==> src/rtl/cpd_pkg.sv <==
`timescale 1ns / 1ps

package cpd_pkg;

    localparam int COIL_COUNT    = 12;
    localparam int PWM_MAX       = 1000;
    localparam int COIL_IW       = (COIL_COUNT > 1) ? $clog2(COIL_COUNT) : 1;
    localparam int ONE_Q14       = 16384;
    localparam int OVERPOWER_Q14 = 13107;
    localparam int QUEUE_DEPTH   = 4;
    localparam int QUEUE_AW      = $clog2(QUEUE_DEPTH);

    localparam logic [2:0] CMD_SET_POWER   = 3'd0;
    localparam logic [2:0] CMD_TICK        = 3'd1;
    localparam logic [2:0] CMD_START_TEST  = 3'd2;
    localparam logic [2:0] CMD_STOP_TEST   = 3'd3;
    localparam logic [2:0] CMD_SAFETY      = 3'd4;
    localparam logic [2:0] CMD_RESET_FAULT = 3'd5;

    localparam logic [2:0] CFG_TEST_COIL    = 3'd0;
    localparam logic [2:0] CFG_TEST_START   = 3'd1;
    localparam logic [2:0] CFG_TEST_END     = 3'd2;
    localparam logic [2:0] CFG_TEST_STEP    = 3'd3;
    localparam logic [2:0] CFG_STEP_TICKS   = 3'd4;
    localparam logic [2:0] CFG_OC_LIMIT     = 3'd5;

    localparam logic [1:0] REASON_NONE        = 2'd0;
    localparam logic [1:0] REASON_OVERPOWER   = 2'd1;
    localparam logic [1:0] REASON_OVERCURRENT = 2'd2;

    typedef enum logic [2:0] {
        OP_NONE,
        OP_SET,
        OP_TICK,
        OP_START,
        OP_STOP,
        OP_SAFETY,
        OP_CLEAR
    } op_t;

    typedef struct packed {
        logic [3:0]         test_coil;
        logic signed [15:0] test_start;
        logic signed [15:0] test_end;
        logic signed [15:0] test_step;
        logic [15:0]        step_ticks;
        logic [15:0]        overcurrent_limit;
    } cfg_t;

    typedef struct packed {
        op_t         op;
        logic [3:0]  coil;
        logic        coil_ok;
        logic        neg;
        logic [14:0] mag;
        logic        over_cur;
    } item_t;

    typedef struct packed {
        logic        neg;
        logic [14:0] mag;
    } drive_t;

    // Clamp a signed power value to +-1.0 and split it into sign and magnitude.
    function automatic drive_t clamp_power(input logic signed [17:0] p);
        drive_t             d;
        logic signed [17:0] neg_p;
        neg_p = -p;
        if (p > 18'sd16384) begin
            d.neg = 1'b0;
            d.mag = 15'(ONE_Q14);
        end else if (p < -18'sd16384) begin
            d.neg = 1'b1;
            d.mag = 15'(ONE_Q14);
        end else if (p < 18'sd0) begin
            d.neg = 1'b1;
            d.mag = neg_p[14:0];
        end else begin
            d.neg = 1'b0;
            d.mag = p[14:0];
        end
        return d;
    endfunction

    function automatic logic [15:0] pwm_compare(input logic [14:0] mag);
        logic [30:0] prod;
        prod = 31'(mag) * 31'(PWM_MAX);
        return prod[29:14];
    endfunction

endpackage

==> src/rtl/cpd_front.sv <==
`timescale 1ns / 1ps

module cpd_front (
    input  logic               s_valid,
    output logic               s_ready,
    input  logic [2:0]         s_command,
    input  logic [3:0]         s_coil,
    input  logic signed [15:0] s_power,
    input  logic [15:0]        s_current_sample,
    input  cpd_pkg::cfg_t      cfg,
    input  logic               queue_full,
    output logic               push,
    output cpd_pkg::item_t     push_item
);

    logic [3:0]      target;
    cpd_pkg::drive_t req;

    always_comb begin
        req = cpd_pkg::clamp_power({{2{s_power[15]}}, s_power});
        push_item          = '0;
        push_item.neg      = req.neg;
        push_item.mag      = req.mag;
        push_item.over_cur = (s_current_sample > cfg.overcurrent_limit);
        target             = s_coil;
        unique case (s_command)
            cpd_pkg::CMD_SET_POWER:   push_item.op = cpd_pkg::OP_SET;
            cpd_pkg::CMD_TICK: begin
                push_item.op = cpd_pkg::OP_TICK;
                target       = cfg.test_coil;
            end
            cpd_pkg::CMD_START_TEST: begin
                push_item.op = cpd_pkg::OP_START;
                target       = cfg.test_coil;
            end
            cpd_pkg::CMD_STOP_TEST: begin
                push_item.op = cpd_pkg::OP_STOP;
                target       = cfg.test_coil;
            end
            cpd_pkg::CMD_SAFETY:      push_item.op = cpd_pkg::OP_SAFETY;
            cpd_pkg::CMD_RESET_FAULT: push_item.op = cpd_pkg::OP_CLEAR;
            default:                  push_item.op = cpd_pkg::OP_NONE;
        endcase
        push_item.coil    = target;
        push_item.coil_ok = ({1'b0, target} < 5'(cpd_pkg::COIL_COUNT));
    end

    assign s_ready = !queue_full;
    assign push    = s_valid && !queue_full;

endmodule

==> src/rtl/cpd_fifo.sv <==
`timescale 1ns / 1ps

module cpd_fifo (
    input  logic           aclk,
    input  logic           aresetn,
    input  logic           push,
    input  cpd_pkg::item_t push_item,
    output logic           full,
    input  logic           pop,
    output cpd_pkg::item_t pop_item,
    output logic           empty
);

    cpd_pkg::item_t                     mem_reg [cpd_pkg::QUEUE_DEPTH];
    logic [cpd_pkg::QUEUE_AW-1:0]       wr_ptr_reg;
    logic [cpd_pkg::QUEUE_AW-1:0]       rd_ptr_reg;
    logic [cpd_pkg::QUEUE_AW:0]         count_reg;
    logic [cpd_pkg::QUEUE_AW:0]         count_next;

    assign full     = (count_reg == (cpd_pkg::QUEUE_AW+1)'(cpd_pkg::QUEUE_DEPTH));
    assign empty    = (count_reg == '0);
    assign pop_item = mem_reg[rd_ptr_reg];

    always_comb begin
        count_next = count_reg;
        if (push && !pop) begin
            count_next = count_reg + 1'b1;
        end else if (pop && !push) begin
            count_next = count_reg - 1'b1;
        end
    end

    always_ff @(posedge aclk) begin
        if (!aresetn) begin
            wr_ptr_reg <= '0;
            rd_ptr_reg <= '0;
            count_reg  <= '0;
        end else begin
            if (push) begin
                wr_ptr_reg <= wr_ptr_reg + 1'b1;
            end
            if (pop) begin
                rd_ptr_reg <= rd_ptr_reg + 1'b1;
            end
            count_reg <= count_next;
        end
    end

    always_ff @(posedge aclk) begin
        if (push) begin
            mem_reg[wr_ptr_reg] <= push_item;
        end
    end

endmodule

==> src/rtl/cpd_back.sv <==
`timescale 1ns / 1ps

module cpd_back (
    input  logic           aclk,
    input  logic           aresetn,
    input  cpd_pkg::cfg_t  cfg,
    input  logic           item_valid,
    input  cpd_pkg::item_t item,
    output logic           pop,
    output logic           m_valid,
    input  logic           m_ready,
    output logic [3:0]     m_out_coil,
    output logic           m_drive_update,
    output logic           m_direction,
    output logic [15:0]    m_compare,
    output logic [14:0]    m_magnitude,
    output logic           m_faulty,
    output logic [1:0]     m_fault_cause,
    output logic           m_test_running
);

    logic [14:0] mag_reg    [cpd_pkg::COIL_COUNT];
    logic        fault_reg  [cpd_pkg::COIL_COUNT];
    logic [1:0]  reason_reg [cpd_pkg::COIL_COUNT];

    logic               ramp_active_reg, ramp_active_next;
    logic [15:0]        tick_reg, tick_next;
    logic signed [17:0] ramp_reg, ramp_next;
    logic               m_valid_reg;

    logic [cpd_pkg::COIL_IW-1:0] idx;
    logic [14:0]        cur_mag, new_mag;
    logic               cur_fault, new_fault;
    logic [1:0]         cur_reason, new_reason;
    logic               drv_en;
    cpd_pkg::drive_t    drv_val;
    logic [16:0]        tick_cnt;
    logic [15:0]        tick_lim;
    logic signed [17:0] step_ext, end_ext, ramp_sum;
    logic               ramp_keep;
    logic               upd;
    logic               dir;
    logic [15:0]        cmp_val;

    assign idx        = item.coil[cpd_pkg::COIL_IW-1:0];
    assign cur_mag    = mag_reg[idx];
    assign cur_fault  = fault_reg[idx];
    assign cur_reason = reason_reg[idx];

    assign step_ext = {{2{cfg.test_step[15]}}, cfg.test_step};
    assign end_ext  = {{2{cfg.test_end[15]}}, cfg.test_end};
    assign ramp_sum = ramp_reg + step_ext;
    assign tick_cnt = {1'b0, tick_reg} + 17'd1;
    assign tick_lim = (cfg.step_ticks == '0) ? 16'd1 : cfg.step_ticks;
    assign ramp_keep = ((step_ext > 18'sd0) && (ramp_sum <= end_ext))
                    || ((step_ext < 18'sd0) && (ramp_sum >= end_ext));

    assign pop     = item_valid && (!m_valid_reg || m_ready);
    assign m_valid = m_valid_reg;

    always_comb begin
        new_mag          = cur_mag;
        new_fault        = cur_fault;
        new_reason       = cur_reason;
        drv_en           = 1'b0;
        drv_val          = '0;
        ramp_active_next = ramp_active_reg;
        tick_next        = tick_reg;
        ramp_next        = ramp_reg;
        case (item.op)
            cpd_pkg::OP_SET: begin
                drv_en  = 1'b1;
                drv_val = {item.neg, item.mag};
            end
            cpd_pkg::OP_TICK: begin
                if (ramp_active_reg) begin
                    if (tick_cnt >= {1'b0, tick_lim}) begin
                        tick_next = '0;
                        ramp_next = ramp_sum;
                        drv_en    = 1'b1;
                        if (ramp_keep) begin
                            drv_val = cpd_pkg::clamp_power(ramp_sum);
                        end else begin
                            ramp_active_next = 1'b0;
                        end
                    end else begin
                        tick_next = tick_cnt[15:0];
                    end
                end
            end
            cpd_pkg::OP_START: begin
                ramp_active_next = 1'b1;
                tick_next        = '0;
                ramp_next        = {{2{cfg.test_start[15]}}, cfg.test_start};
            end
            cpd_pkg::OP_STOP: begin
                ramp_active_next = 1'b0;
            end
            cpd_pkg::OP_SAFETY: begin
                if (cur_mag > 15'(cpd_pkg::OVERPOWER_Q14)) begin
                    if (!cur_fault) begin
                        new_fault  = 1'b1;
                        new_reason = cpd_pkg::REASON_OVERPOWER;
                    end
                end else if (cur_fault && (cur_reason == cpd_pkg::REASON_OVERPOWER)) begin
                    new_fault = 1'b0;
                end
                // Overcurrent wins over the overpower result and forces the drive off.
                if (item.over_cur) begin
                    new_fault  = 1'b1;
                    new_reason = cpd_pkg::REASON_OVERCURRENT;
                    drv_en     = 1'b1;
                end
            end
            cpd_pkg::OP_CLEAR: begin
                new_fault  = 1'b0;
                new_reason = cpd_pkg::REASON_NONE;
            end
            default: begin
            end
        endcase
        if (drv_en) begin
            new_mag = drv_val.mag;
        end
        upd     = drv_en && item.coil_ok;
        dir     = upd && drv_val.neg;
        cmp_val = upd ? cpd_pkg::pwm_compare(drv_val.mag) : 16'd0;
    end

    always_ff @(posedge aclk) begin
        if (!aresetn) begin
            for (int i = 0; i < cpd_pkg::COIL_COUNT; i++) begin
                mag_reg[i]    <= '0;
                fault_reg[i]  <= 1'b0;
                reason_reg[i] <= cpd_pkg::REASON_NONE;
            end
            ramp_active_reg <= 1'b0;
            tick_reg        <= '0;
            ramp_reg        <= '0;
            m_valid_reg     <= 1'b0;
        end else begin
            if (pop) begin
                if (item.coil_ok) begin
                    mag_reg[idx]    <= new_mag;
                    fault_reg[idx]  <= new_fault;
                    reason_reg[idx] <= new_reason;
                end
                ramp_active_reg <= ramp_active_next;
                tick_reg        <= tick_next;
                ramp_reg        <= ramp_next;
                m_valid_reg     <= 1'b1;
            end else if (m_ready) begin
                m_valid_reg <= 1'b0;
            end
        end
    end

    always_ff @(posedge aclk) begin
        if (pop) begin
            m_out_coil     <= item.coil;
            m_drive_update <= upd;
            m_direction    <= dir;
            m_compare      <= cmp_val;
            m_magnitude    <= item.coil_ok ? new_mag : 15'd0;
            m_faulty       <= item.coil_ok && new_fault;
            m_fault_cause  <= item.coil_ok ? new_reason : cpd_pkg::REASON_NONE;
            m_test_running <= ramp_active_next;
        end
    end

endmodule

==> src/rtl/coil_pwm_driver_ramp_fault.sv <==
`timescale 1ns / 1ps

// Driver for a bank of twelve bipolar coils, one command per transfer on the s_ channel and
// exactly one status transfer per command on the m_ channel. The front end decodes each
// command, clamps the requested Q2.14 power and compares the current sample, then queues it;
// the back end updates the per-coil table and the ramp state and registers the result. An
// accepted command is written into the queue, and its result is registered in the back end
// output register once popped; the block sustains one command per clock while m_ready
// holds, set by the read-modify-write of the coil table. Configuration writes on the cfg_
// channel are always accepted and must be made only while no command is in flight.
module coil_pwm_driver_ramp_fault (
    input  logic               aclk,
    input  logic               aresetn,
    input  logic               cfg_valid,
    output logic               cfg_ready,
    input  logic [2:0]         cfg_index,
    input  logic [15:0]        cfg_data,
    input  logic               s_valid,
    output logic               s_ready,
    input  logic [2:0]         s_command,
    input  logic [3:0]         s_coil,
    input  logic signed [15:0] s_power,
    input  logic [15:0]        s_current_sample,
    output logic               m_valid,
    input  logic               m_ready,
    output logic [3:0]         m_out_coil,
    output logic               m_drive_update,
    output logic               m_direction,
    output logic [15:0]        m_compare,
    output logic [14:0]        m_magnitude,
    output logic               m_faulty,
    output logic [1:0]         m_fault_cause,
    output logic               m_test_running
);

    cpd_pkg::cfg_t  cfg_reg;
    logic           push;
    logic           pop;
    logic           queue_full;
    logic           queue_empty;
    cpd_pkg::item_t push_item;
    cpd_pkg::item_t pop_item;

    assign cfg_ready = 1'b1;

    always_ff @(posedge aclk) begin
        if (!aresetn) begin
            cfg_reg.test_coil         <= 4'd0;
            cfg_reg.test_start        <= 16'sd0;
            cfg_reg.test_end          <= 16'sd0;
            cfg_reg.test_step         <= 16'sd0;
            cfg_reg.step_ticks        <= 16'd1000;
            cfg_reg.overcurrent_limit <= 16'd5000;
        end else if (cfg_valid) begin
            unique case (cfg_index)
                cpd_pkg::CFG_TEST_COIL:  cfg_reg.test_coil         <= cfg_data[3:0];
                cpd_pkg::CFG_TEST_START: cfg_reg.test_start        <= cfg_data;
                cpd_pkg::CFG_TEST_END:   cfg_reg.test_end          <= cfg_data;
                cpd_pkg::CFG_TEST_STEP:  cfg_reg.test_step         <= cfg_data;
                cpd_pkg::CFG_STEP_TICKS: cfg_reg.step_ticks        <= cfg_data;
                cpd_pkg::CFG_OC_LIMIT:   cfg_reg.overcurrent_limit <= cfg_data;
                default: begin
                end
            endcase
        end
    end

    cpd_front u_front (
        .s_valid          (s_valid),
        .s_ready          (s_ready),
        .s_command        (s_command),
        .s_coil           (s_coil),
        .s_power          (s_power),
        .s_current_sample (s_current_sample),
        .cfg              (cfg_reg),
        .queue_full       (queue_full),
        .push             (push),
        .push_item        (push_item)
    );

    cpd_fifo u_fifo (
        .aclk      (aclk),
        .aresetn   (aresetn),
        .push      (push),
        .push_item (push_item),
        .full      (queue_full),
        .pop       (pop),
        .pop_item  (pop_item),
        .empty     (queue_empty)
    );

    cpd_back u_back (
        .aclk           (aclk),
        .aresetn        (aresetn),
        .cfg            (cfg_reg),
        .item_valid     (!queue_empty),
        .item           (pop_item),
        .pop            (pop),
        .m_valid        (m_valid),
        .m_ready        (m_ready),
        .m_out_coil     (m_out_coil),
        .m_drive_update (m_drive_update),
        .m_direction    (m_direction),
        .m_compare      (m_compare),
        .m_magnitude    (m_magnitude),
        .m_faulty       (m_faulty),
        .m_fault_cause  (m_fault_cause),
        .m_test_running (m_test_running)
    );

endmodule
==> config.mk <==
export PLATFORM = sky130hd
export DESIGN_NAME = coil_pwm_driver_ramp_fault
export DESIGN_NICKNAME = d
export VERILOG_FILES = /design/src/rtl/cpd_pkg.sv /design/src/rtl/cpd_front.sv /design/src/rtl/cpd_fifo.sv /design/src/rtl/cpd_back.sv /design/src/rtl/coil_pwm_driver_ramp_fault.sv
export SDC_FILE = /design/constraint.sdc
export NUM_CORES = 1
export LEC_CHECK = 0
export BUFFER_PORTS_ARGS = -buffer_cell sky130_fd_sc_hd__buf_2
export CAP_MARGIN = 5
export CORE_UTILIZATION = 63
export CTS_BUF_LIST = sky130_fd_sc_hd__clkbuf_16
export DETAILED_ROUTE_END_ITERATION = 8
export GPL_TIMING_DRIVEN = 1
export PLACE_DENSITY = 0.81
export SYNTH_ARGS = -nofsm -noshare
export SYNTH_HDL_FRONTEND = slang
export SYNTH_SLANG_ARGS = --single-unit
==> constraint.sdc <==
create_clock -name aclk -period 11.7 [get_ports aclk]
set_input_delay 2.34 -clock aclk [delete_from_list [all_inputs] [get_ports aclk]]
set_output_delay 2.34 -clock aclk [all_outputs]
set_load 0.01 [all_outputs]
==> results of run 1 <==
[cells in the mapped netlist (50+ instances only)]
cell / count
fa_1: 50
mux4_2: 101
nand2_1: 263
nor2_1: 236
ha_1: 125
dfxtp_1: 141
a21boi_0: 76
and2_1: 57
a21oi_1: 66
edfxtp_1: 412
inv_1: 193
clkbuf_1: 78
[cell usage in the layout, fill, tap and decap left out, types with 16 or more instances in the layout]
cell type    n
a21oi_1     66
edfxtp_1   412
nand2_1    263
nand3_1     24
and2_1      57
a21o_1      30
nor2_1     236
xor2_1      31
buf_2       99
clkbuf_16   56
mux4_2      99
a22oi_1     31
a21boi_0    76
nor2b_1     40
and3_1      16
nand4_1     16
inv_1      207
xnor2_1     29
mux2i_1     33
nor3_1      29
buf_4       30
o21ai_0     47
fa_1        50
o211a_1     16
dfxtp_1    140
ha_1       125
o211ai_1    18
[area by class of cell]
| type | count | area [sq um] |
|---|---|---|
| repair buffers | 129 | 721 |
| clock inverters | 43 | 352 |
| multi-input cells | 1556 | 12400 |
| inverters | 198 | 743 |
| well taps | 600 | 751 |
| diodes | 2 | 5.00 |
| flip-flops and latches | 553 | 15200 |
| fillers | 3042 | 13700 |
| clock buffers | 56 | 1400 |
[worst reg2reg max path: cells and delay by family (launching register included)]
family	cells	cell delay [ps]
AO/OA/AOI/OAI	15	3490
adder cells (fa/ha/maj)	7	2970
AND/OR/NAND/NOR	7	2850
flip-flops	1	410
buffers and inverters	2	250
[logic make-up (layout without fill, tap and decap cells)]
family | count (synthesis) | in the layout | synth area share, %
AOI/OAI and AO/OA | 398 | 398 | 10.0
xor gates and xnor gates | 60 | 60 | 1.82
adders and majority gates | 175 | 175 | 8.89
buffers and inverters | 325 | 426 | 4.61
DFF | 553 | 553 | 52.6
muxes | 144 | 144 | 9.41
other | 2 | 8 | 0.0260
and+or+nand+nor | 773 | 773 | 12.6
[worst max path at each step]
stage,from,to
finish,cfg_reg[33],u_back.m_compare[10]
global route,cfg_reg[33],u_back.m_compare[10]
CTS,cfg_reg[33],u_back.m_compare[10]
detailed placement,cfg_reg[33],u_back.m_compare[10]
global placement,cfg_reg[33],u_back.m_compare[10]
floorplan,cfg_reg[40],u_back.m_compare[10]
[metrics by stage]
| stage | setup slack (ps) | hold slack [ps] |
|---|---|---|
| after floorplan | 2660 | 420 |
| after global routing | 906 | 466 |
| after CTS | 1670 | 452 |
| after detailed placement | 1690 | 438 |
| final | 1560 | 455 |
| after global placement | 2020 | 427 |
[per-layer routing]
metal | GRT usage [%] | up-vias
li1 | - | 8824
met1 | 43.0 | 9708
met2 | 49.2 | 1090
met3 | 5.77 | 170
met4 | 10.4 | 0
met5 | 0 | -
[power by group through the flow]
stage,Combinational (mW),Sequential [mW],Clock [mW]
after global routing,2.89,2.52,1.81
after CTS,2.64,2.50,1.73
after detailed placement,2.61,2.54,0
after floorplan,1.85,2.55,0
final,2.66,2.50,1.73
after global placement,2.54,2.52,0
==> flow_metrics.env, run 1 <==
export IMPL_m1WireLength_mm=29.0
export IMPL_largest_register_ffs=240
export IMPL_drt_initial_drc_count=2254
export IMPL_fp_dieW_um=216
export IMPL_ys_seq_elements=553
export IMPL_dp_cells=3036
export IMPL_reg2reg_to="u_back.m_compare[10]"
export IMPL_grt_pass1_vias=19688
export IMPL_die_h_um=216
export IMPL_fin_crit_sh_pct=86.7
export IMPL_antenna_found_initial=3
export IMPL_tightest_slew_ps=1320
export IMPL_rsz0062_at_grt="false"
export IMPL_cts_sinks=553
export IMPL_ant_nets=0
export IMPL_dp_hpwl_mm=48.2
export IMPL_root_buffer="clkbuf_16"
export IMPL_critPathKind="register to register"
export IMPL_fmax_ghz=0.0986
export IMPL_min_from="u_back.fault_reg[10]"
export IMPL_drc=2
export IMPL_io_buffers=100
export IMPL_wl_met2_mm=33.9
export IMPL_pin_count=107
export IMPL_grt_first_pass_wirelength_mm=110
export IMPL_cpMostUsedCell="a21o_1"
export IMPL_hold_path_class="register to register"
export IMPL_grt_max_degree=118
export IMPL_r2r_setup_slack_ps=1560
export IMPL_cts_hold_repair_buffers=0
export IMPL_vias=19792
export IMPL_ys_types=85
export IMPL_endpoint_kind="register"
export IMPL_netlist_instances=2430
export IMPL_vias_per_cell=6.31
export IMPL_synth_area_sq_um=28900
export IMPL_area_growth_pct=9.30
export IMPL_timing_rr_start="cfg_reg[33]"
export IMPL_max_stage_delay_ps=690
export IMPL_first_pass_iters=8
export IMPL_drive_above_1_share_pct=14.6
export IMPL_switching_power_mw=2.57
export IMPL_p_seq_share_pct=36.3
export IMPL_post_cts_resize_count=0
export IMPL_whs_endpoint="u_back.fault_reg[10]"
export IMPL_dr_max_layer_used="met4"
export IMPL_synth_edf_count=412
export IMPL_finalSetupTns_ps=0
export IMPL_cp_required_ps=12120
export IMPL_r2r_cells=31
export IMPL_period_minus_slack_ps=10140
export IMPL_crit_fanout=18
export IMPL_stdcell_area_sq_um=31500
export IMPL_cp_start_kind="register"
export IMPL_maxSlewHeadroom_pct=11.9
export IMPL_cts_tree="yes"
export IMPL_intPower_mw=4.33
export IMPL_clk_pin_slew_ps=60
export IMPL_nets=2729
export IMPL_hold_violations=0
export IMPL_place_area_sq_um=29800
export IMPL_violations="design-rule violations"
export IMPL_ys_seq_area_share_pct=52.6
export IMPL_total_power_mw=6.90
export IMPL_fin_util_pct=69.7
export IMPL_overflow=0
export IMPL_post_cts_buffers=0
export IMPL_power_frac_clock_pct=25.1
export IMPL_combPwrFrac_pct=38.6
export IMPL_wl_per_cell_um=23.0
export IMPL_start_util_pct=63.7
export IMPL_clkLatencyLatePin_ps=620
export IMPL_gp_congestion=0.924
export IMPL_clock_path_buffers=3
export IMPL_synth_ff_type="edfxtp_1"
export IMPL_cpLargestDelayFamily="compound AO/OA/AOI/OAI gates"
export IMPL_drv_slew=0
export IMPL_placementRows=78
export IMPL_htreeDepth=2
export IMPL_ir_worst_vdd_uv=142
export IMPL_instances_no_fill=3137
export IMPL_cts_buffers=53
export IMPL_cp_depth=31
export IMPL_cap_viol_max_count=0
export IMPL_setup_violations_final=0
export IMPL_drt_total_wl_mm=72.0
export IMPL_dieArea_sq_um=46700
export IMPL_synth_top_area_share_pct=42.9
export IMPL_grt_total_usage_pct=30.9
export IMPL_cp_slowest_cell="nor4_1"
export IMPL_status="complete, but fails checks"
export IMPL_arrival_ps=10570
export IMPL_yosys_top_cells_area="edfxtp_1, dfxtp_1, mux4_2"
export IMPL_switching_share_pct=37.2
export IMPL_power_density_nw_per_um2=219
export IMPL_async_reset_ff_share_pct=0
export IMPL_routed_wl_met3_mm=7.11
export IMPL_clock_skew_ps=29.4
export IMPL_ys_warn_count=0
export IMPL_p_leak_nw=12.5
export IMPL_timing_critical_path_buf_inv=2
export IMPL_core_sq_um=45300
export IMPL_synth_largest_area_cell="edfxtp_1"
export IMPL_avgSynthCellArea_sq_um=11.9
export IMPL_whs_path_depth=2
No activity file was read; power rests on OpenSTA's default activity.
==> run 2, diff against run 1 <==
- RECOVER_POWER: default -> 100
==> flow_metrics.env, run 2 (synthesized netlist as in run 1, its figures left out) <==
export IMPL_cts_sinks=553
export IMPL_r2r_cells=31
export IMPL_cpMostUsedCell="a21o_1"
export IMPL_nFillCells=3110
export IMPL_status="complete, but fails checks"
export IMPL_ir_worst_vdd_uv=142
export IMPL_regArea_sq_um=15200
export IMPL_r2r_setup_slack_ps=1170
export IMPL_instances_no_fill=3137
export IMPL_finalSetupTns_ps=0
export IMPL_violations="design-rule violations, max-capacitance violations, max-slew violations"
export IMPL_vias=19872
export IMPL_multi_input_area_sq_um=12300
export IMPL_pin_count=107
export IMPL_io_buffers=100
export IMPL_min_from="u_back.fault_reg[8]"
export IMPL_cp_slowest_cell="or2_0"
export IMPL_gr_usage_met1_pct=43.0
export IMPL_cpLargestDelayFamily="compound AO/OA/AOI/OAI gates"
export IMPL_whs_endpoint="u_back.fault_reg[8]"
export IMPL_drv_slew=420
export IMPL_dieArea_sq_um=46700
export IMPL_nets=2729
export IMPL_drive_above_1_share_pct=11.3
export IMPL_die_h_um=216
export IMPL_setup_violations_final=0
export IMPL_antenna_found_initial=3
export IMPL_max_stage_delay_ps=790
export IMPL_grt_total_usage_pct=30.9
export IMPL_first_pass_iters=8
export IMPL_cts_buffers=53
export IMPL_grt_busiest_layer="met2"
export IMPL_reg2reg_to="u_back.m_compare[10]"
export IMPL_dp_hpwl_mm=48.2
export IMPL_critPathKind="register to register"
export IMPL_clkLatencyLatePin_ps=620
export IMPL_area_growth_pct=8.64
export IMPL_root_buffer="clkbuf_16"
export IMPL_clock_path_buffers=3
export IMPL_power_density_nw_per_um2=218
export IMPL_gp_congestion=0.924
export IMPL_cap_viol_max_count=13
export IMPL_grt_pass1_vias=19688
export IMPL_core_sq_um=45300
export IMPL_post_cts_resize_count=0
export IMPL_drt_total_wl_mm=72.0
export IMPL_largest_register_ffs=240
export IMPL_period_minus_slack_ps=10530
export IMPL_grt_max_degree=118
export IMPL_timing_rr_start="cfg_reg[33]"
export IMPL_layout_common_cells="edfxtp_1, nand2_1, nor2_1"
export IMPL_start_util_pct=63.7
export IMPL_ant_nets=0
export IMPL_hold_path_class="register to register"
export IMPL_fmax_ghz=0.0949
export IMPL_dp_cells=3036
export IMPL_endpoint_kind="register"
export IMPL_use_met3_pct=5.77
export IMPL_post_cts_buffers=0
export IMPL_clk_pin_slew_ps=60
export IMPL_grt_met2_usage_pct=49.2
export IMPL_whs_path_depth=2
export IMPL_cts_tree="yes"
export IMPL_drc=2
export IMPL_fp_dieW_um=216
export IMPL_wl_per_cell_um=23.0
export IMPL_cts_hold_repair_buffers=0
export IMPL_cp_required_ps=12120
export IMPL_drt_initial_drc_count=2366
export IMPL_vias_per_cell=6.33
export IMPL_cp_start_kind="register"
export IMPL_placementRows=78
export IMPL_final_common_cell="edfxtp_1"
export IMPL_crit_fanout=18
export IMPL_clock_skew_ps=31.6
export IMPL_grt_first_pass_wirelength_mm=110
export IMPL_htreeDepth=2
export IMPL_tightest_slew_ps=4280
export IMPL_hold_violations=0
export IMPL_timing_critical_path_buf_inv=2
export IMPL_fin_crit_sh_pct=90.0
export IMPL_p_leak_nw=12.3
export IMPL_fin_util_pct=69.3
export IMPL_rsz0062_at_grt="false"
export IMPL_overflow=0
export IMPL_arrival_ps=10960
export IMPL_maxSlewHeadroom_pct=-186
[run 2: area by class of cell]
type | instances | area share [%]
diodes | 2 | 0.0160
clock buffers | 56 | 4.47
clock inverters | 43 | 1.12
inverters | 198 | 2.37
multi-input cells | 1556 | 39.3
flip-flops and latches | 553 | 48.5
well taps | 600 | 2.39
repair buffers | 129 | 1.86
[run 2: worst max-delay path by stage]
stage	end	startpoint	cells after the start
floorplan	u_back.m_compare[10]	cfg_reg[40]	34
finish	u_back.m_compare[10]	cfg_reg[33]	31
detailed placement	u_back.m_compare[10]	cfg_reg[33]	31
global route	u_back.m_compare[10]	cfg_reg[33]	31
global placement	u_back.m_compare[10]	cfg_reg[33]	31
CTS	u_back.m_compare[10]	cfg_reg[33]	31
[run 2: worst min-delay path, delay by kind of cell, from the launching register on]
family                 cells  cell delay [ps]
AO/OA/AOI/OAI              1               50
buffers and inverters      1               50
flip-flops                 1              310
[run 2: power by group]
part / total (mW) / switching (mW) / internal, mW
clock: 1.73 / 0.754 / 0.976
combinational: 2.61 / 1.73 / 0.879
sequential: 2.51 / 0.0695 / 2.44
[run 2: routing by layer]
metal	vias up	routed length [um]	share of wire, %
met5	-	0	0
met4	0	2300	3.2
met3	185	7280	10
met2	1187	33600	47
met1	9678	28800	40
li1	8822	-	-
[run 2: per-stage QoR]
step / setup slack [ps] / instance area, sq um / total power [mW] / hold WS, ps
after floorplan: 2660 / 28900 / 4.40 / 420
after global placement: 2020 / 29800 / 5.07 / 427
after detailed placement: 1690 / 29800 / 5.15 / 438
after CTS: 1670 / 31500 / 6.88 / 452
after global routing: 515 / 31400 / 7.17 / 466
final: 1170 / 31400 / 6.85 / 453
